### src/rtl/bsrs_ram.sv
// ----------------------------------------------------------------------------
// bsrs_ram
// Simple dual-port RAM: one write port, one read port with registered data.
// ----------------------------------------------------------------------------
module bsrs_ram #(
    parameter int unsigned WIDTH = 8,
    parameter int unsigned DEPTH = 16,
    parameter int unsigned AW    = (DEPTH > 1) ? $clog2(DEPTH) : 1
) (
    input  logic             i_clk,
    input  logic             i_we,
    input  logic [AW-1:0]    i_waddr,
    input  logic [WIDTH-1:0] i_wdata,
    input  logic [AW-1:0]    i_raddr,
    output logic [WIDTH-1:0] o_rdata
);

    logic [WIDTH-1:0] r_mem [DEPTH];
    logic [WIDTH-1:0] r_rdata;

    always_ff @(posedge i_clk) begin
        if (i_we) begin
            r_mem[i_waddr] <= i_wdata;
        end
        r_rdata <= r_mem[i_raddr];
    end

    assign o_rdata = r_rdata;

endmodule

### config.mk
export PLATFORM = sky130hd
export DESIGN_NAME = bsrs_ram
export DESIGN_NICKNAME = d
export VERILOG_FILES = /design/src/rtl/bsrs_ram.sv
export SDC_FILE = /design/constraint.sdc
export NUM_CORES = 1
export LEC_CHECK = 0
export BUFFER_PORTS_ARGS = -buffer_cell sky130_fd_sc_hd__clkbuf_2
export CORE_ASPECT_RATIO = 1.2
export CORE_MARGIN = 3
export CORE_UTILIZATION = 40
export CTS_BUF_LIST = sky130_fd_sc_hd__clkbuf_16
export DETAILED_ROUTE_END_ITERATION = 12
export GPL_TIMING_DRIVEN = 1
export PLACE_DENSITY_LB_ADDON = 0.12
export SLEW_MARGIN = 25
export SYNTH_ARGS = -nofsm -noshare
export SYNTH_HDL_FRONTEND = slang
export SYNTH_SLANG_ARGS = --single-unit
### constraint.sdc
create_clock -name i_clk -period 5 [get_ports i_clk]
set_input_delay 0.5 -clock i_clk [delete_from_list [all_inputs] [get_ports i_clk]]
set_output_delay 0.5 -clock i_clk [all_outputs]
set_load 0.02 [all_outputs]
# Word level (Yosys, flattened, before mapping)
# Memories as Yosys holds them, arrays and structs flattened. A register that Yosys moved wholly into a read port is not among the register bits.
# Cells that the tools add are included.
# word_totals
reg_bits	0
ramBits	128
in_bits	18
out_inout_bits	8
n_memories	1
# mem_list
name	depth	word_bits	rd	rd_ports_with_merged_regs	wr	line	source
r_mem	16	8	1	1	1	18	logic [WIDTH-1:0] r_mem [DEPTH];
# classes
n_mux	2
# op_table
op	count
$mux 1	2

# Depth between registers and ports, before layout
# Gate-level depths: netlist of run 1.
# logic_depth
depth_word	2
depth_mapped	5
mapped_depth_nobuf	3

# Worst setup path before layout of run 1
# OpenSTA, ideal clock, no wires.
# synth_path
path_type	in2reg
start	input port i_waddr[2]
end	memory r_mem[0][0], enable pin
setup_time_ps	383
t_arrival_ps	1610
t_required_ps	4617
path_slack_ps	3007
stages	2
cell_sequence	or3b_2 > nor3_1
# synth_lines
item	line	source
start: declaration	12	input logic [AW-1:0] i_waddr,
end: declaration	18	
# No word-level cell before the write port.

==> flow_summary.ini, run 1 <==
[drt]
firstDrtPassIters = 4
route.vias.total = 2324
drcViolationCount = 0
wl_per_cell_um = 22.0
drtAntennaViolNets = 0
wirelength_um = 9720
viasPerCell = 5.27
drtIter0Drc = 126

[timing]
hold_viol = 0
fin_crit_sh = 0.419
fin_skew_ps = 7.13
setup-tns-final_ps = 0
rsz0062_at_grt = false
tightest_slew_ps = 968
fmax_mhz = 477
setup_viol = 0
timing.slew.headroom = 0.352
fin_crit_ps = 2090
slew_violations = 0

[clocking]
cts.repair.resized = 0
h-tree-depth = 4
hold_buffers = 0
cts_setup_buffers = 0
numCtsBuffers = 17
cts_buffer_depth = 2
cts.sinks = 136
clk_latency_ps = 410
clk_pin_slew_worst_paths_ps = 60
cts_tree = built
cts-root-buf = clkbuf_16

[power_and_ir_drop]
intPower_mw = 2.10
leakage_nw = 1.99
switchingPower_mw = 0.542
seqPwrFrac = 0.485
switching_share = 0.205
pwr-share-clk = 0.471
comb_power_share = 0.045
powerDensity_nw_per_um2 = 439
peakVddDrop_mv = 0.218

[grt]
grtUsageMet3 = 0.0485
busiest_layer = met2
grt_pass1_wl_um = 14900
grt_max_degree = 33
grtUsageMet2 = 0.239
grt_pass1_vias = 2465
grt_antenna_before_repair = 0
gr-usage-all-layers = 0.154
met1_usage = 0.206
overflow = 0

[synth]
ys_types = 19
yosysWarningCount = 0
yosysSeqAreaShare = 0.778
synth_nets = 247
synth_seq_cells = 136
syn_area_um2 = 5150
syn_area_per_cell_um2 = 22.5
synth_cells = 229

[floorplanning]
design.die.area_um2 = 14300
die_height_um = 130
fp-row-count = 44
design.core.area_um2 = 12300
die_x_um = 110
start_util = 0.417
design.portCount = 26

[placed_design]
hpwlAfterDp_um = 6080
place.gp.congestion = 0.684
portBuffers = 25
dpl-instance-area_um2 = 5420

[final_layout]
drive_gt1_frac = 0.286
syn2layout_area_growth_pct = 17.1
final_common_cell = edfxtp_1
design_area_um2 = 6030
final_cell_mix = edfxtp_1 (128), clkbuf_2 (25), mux4_2 (18), clkbuf_16 (17), a22oi_1 (16)
nNetsFinal = 285
antenna_cells = 0

[status]
run_status = completed

[critical_path]
end_kind = flop
start_kind = input pin
crit_fanout = 20
worstPathRequired_ps = 5290
critPathArrivalTime_ps = 2380
path_class = in2reg

[flow_run]
drv_cap = 0

[min_path]
worstHoldPathType = in2reg
synth_stat cells, drive strengths merged:
cell type	count	area [µm²]
nand3b	2	15.0
nand2b	2	12.5
or3b	1	8.76
edfxtp	128	3840
and2b	1	7.51
nor3	4	20.0
dfxtp	8	160
nand3	1	5.00
nor2b	1	6.26
mux4	32	773
and2	1	6.26
buf	7	56.3
clkdlybuf4s25	3	30.0
nand2	9	33.8
nor2	13	48.8
a22oi	16	120
per-stage QoR:
step / setup WS, ps / hold WS, ps / utilization / instances / power [mW]
after floorplan: 3010 / 599 / - / 229 / 1.38
after global placement: 2410 / 654 / 0.440 / 409 / 1.43
after detailed placement: 2400 / 669 / 0.440 / 409 / 1.43
after CTS: 2830 / 514 / 0.489 / 441 / 2.67
after global routing: 2770 / 531 / 0.489 / 441 / 2.73
final: 2910 / 520 / 0.489 / 441 / 2.65
cells by family after synthesis:
family | count (synthesis) | share of synthesized area
DFF | 136 | 0.778
AOI/OAI and AO/OA | 16 | 0.0233
and+or+nand+nor | 35 | 0.0318
buffers and inverters | 10 | 0.0168
muxes | 32 | 0.150
final cells by class:
| class | count | area, µm² |
|---|---|---|
| fillers | 1032 | 6300 |
| flip-flops and latches | 136 | 4000 |
| multi-input cells | 83 | 1060 |
| clock buffers | 17 | 425 |
| well taps | 161 | 201 |
| clock inverters | 15 | 179 |
| repair buffers | 29 | 155 |
flip-flops by register name, indices dropped and copies added, names as in the netlist:
| signal | cells |
|---|---|
| r_mem | 128 |
| o_rdata | 8 |
layer usage:
| layer | up-vias | wire length (µm) |
|---|---|---|
| met4 | 0 | 104 |
| li1 | 1049 | - |
| met1 | 1208 | 4330 |
| met3 | 10 | 450 |
| met5 | - | 0 |
| met2 | 57 | 4830 |
critical path: stages:
cell	delay [ps]
clkbuf_2	410
buf_4	440
mux4_1	610
a22oi_1	320
nand2_1	90
worst paths after layout:
path / endpoint / depth (start not counted) / startpoint / slack, ps
worst max register to register: o_rdata[5]$_DFF_P_ / 3 / r_mem[1][5]$_DFFE_PP_ / 3620
worst max-delay path: o_rdata[5]$_DFF_P_ / 5 / i_raddr[0] / 2910
worst min-delay path: r_mem[12][3]$_DFFE_PP_ / 1 / i_wdata[3] / 520
worst min register to register: o_rdata[1]$_DFF_P_ / 3 / r_mem[7][1]$_DFFE_PP_ / 670
power groups by stage:
stage               clock network (mW)  logic (mW)  registers [mW]
finish                            1.25       0.118            1.28
global route                      1.31       0.130            1.29
CTS                               1.26       0.123            1.28
detailed placement                   0       0.122            1.31
global placement                     0       0.121            1.31
floorplan                            0      0.0647            1.31
Note: power is estimated with default switching activity, not from simulation.
==> run 2: changes to the inputs <==
==> constraint.sdc (replaced) <==
create_clock -name i_clk -period 2 [get_ports i_clk]
set_input_delay 0.2 -clock i_clk [delete_from_list [all_inputs] [get_ports i_clk]]
set_output_delay 0.2 -clock i_clk [all_outputs]
set_load 0.02 [all_outputs]
==> run 2 against run 1 <==
Total power rose by 140%. Clock power is 130% higher. Die area did not move. Critical path depth down 2. Worst hold slack lost 300 ps. Sequential share of layout area down 1.1 points.
==> flow_summary.ini, run 2 (synthesis results as in run 1) <==
[clocking]
cts_setup_buffers = 0
cts.sinks = 136
numCtsBuffers = 17
clk_latency_ps = 410
cts-root-buf = clkbuf_16
clk_pin_slew_worst_paths_ps = 50
hold_buffers = 0
cts.repair.resized = 0
cts_tree = built
h-tree-depth = 4
cts_buffer_depth = 2

[final_layout]
largest_register_ffs = 128
final_core_util = 0.497
design_area_um2 = 6120
final_common_cell = edfxtp_1
syn2layout_area_growth_pct = 19.0
final_cell_mix = edfxtp_1 (128), clkbuf_2 (25), mux4_2 (18), buf_4 (18), clkbuf_16 (17)
nNetsFinal = 301
antenna_cells = 0
layoutNonFillerInstCount = 457
top_register = r_mem
drive_gt1_frac = 0.318

[floorplanning]
fp-row-count = 44
design.die.area_um2 = 14300
design.portCount = 26
start_util = 0.417
design.core.area_um2 = 12300
die_x_um = 110
die_height_um = 130

[timing]
timing.slew.headroom = 0.562
fin_crit_ps = 1350
fin_crit_sh = 0.674
tightest_slew_ps = 654
setup-tns-final_ps = 0
slew_violations = 0
fin_skew_ps = 5.34
hold_viol = 0
fmax_mhz = 742
setup_viol = 0
whs_ps = 224
rsz0062_at_grt = false
timing.final.ws_setup_ps = 652

[flow_run]
drv_cap = 0

[min_path]
worstHoldPathType = in2reg

[placed_design]
hpwlAfterDp_um = 6200
place.gp.congestion = 0.723
dpl-instance-area_um2 = 5560
portBuffers = 25
dpl.cell_count = 425
pre_cts_ws_ps = 358

[power_and_ir_drop]
peakVddDrop_mv = 0.509
power_mw = 6.43
powerDensity_nw_per_um2 = 1050
leakage_nw = 2.08

[critical_path]
path_delay_family = multiplexers
crit_fanout = 1
crit_slowest_cell = mux4_2
start_kind = flop
path_class = reg2reg
end_kind = flop
cp_cell_sequence = mux4_2 -> a22oi_1 -> nand2_1
worst-path-buf-inv = 0
critPathArrivalTime_ps = 1630
cpPeakStageDelay_ps = 460
worstPathRequired_ps = 2280

[drt]
drcViolationCount = 0
firstDrtPassIters = 4
route.vias.total = 2361
wl_per_cell_um = 20.7
viasPerCell = 5.17
drtAntennaViolNets = 0
wirelength_um = 9450
drtIter0Drc = 134

[grt]
grt_pass1_vias = 2521
overflow = 0
grt_pass1_wl_um = 14800
grt_max_degree = 33
grt_antenna_before_repair = 0
gr-usage-all-layers = 0.149

[status]
run_status = completed
==> run 2: changes by cell type in the layout (fill, tap and decap cells not counted), sizes merged <==
cell and change:
inv -1, clkinvlp -2, buf +16, clkinv +4, bufinv -1
==> run 2: cell type report <==
| class | count | area, µm² |
|---|---|---|
| multi-input combinational | 83 | 1060 |
| clock buffer | 17 | 425 |
| clock inverter | 15 | 136 |
| tap | 161 | 201 |
| timing repair buffer | 45 | 300 |
| sequential | 136 | 4000 |
| fill | 1026 | 6210 |
==> run 2: path summary, 6_finish.rpt <==
check	startpoint	end	slack [ps]	depth (start not counted)
setup reg to reg	r_mem[3][7]$_DFFE_PP_	o_rdata[7]$_DFF_P_	650	3
setup / recovery	r_mem[3][7]$_DFFE_PP_	o_rdata[7]$_DFF_P_	650	3
hold reg to reg	r_mem[11][3]$_DFFE_PP_	o_rdata[3]$_DFF_P_	670	3
hold / removal	i_wdata[4]	r_mem[0][4]$_DFFE_PP_	220	1
==> run 2: per-layer routing <==
| metal | part of all wire | global-route usage | vias up |
|---|---|---|---|
| met5 | 0 | 0 | - |
| met4 | 0.012 | 0.0528 | 0 |
| li1 | - | - | 1081 |
| met1 | 0.43 | 0.188 | 1217 |
| met3 | 0.047 | 0.0470 | 9 |
| met2 | 0.51 | 0.242 | 54 |
==> run 2: power breakdown <==
group          internal, mW  total (mW)  leakage, nW  switching [mW]
clock network          1.81        2.91        0.269            1.11
registers              3.19        3.21         1.22          0.0200
logic                 0.129       0.308        0.589           0.180
total                  5.12        6.43         2.08            1.31
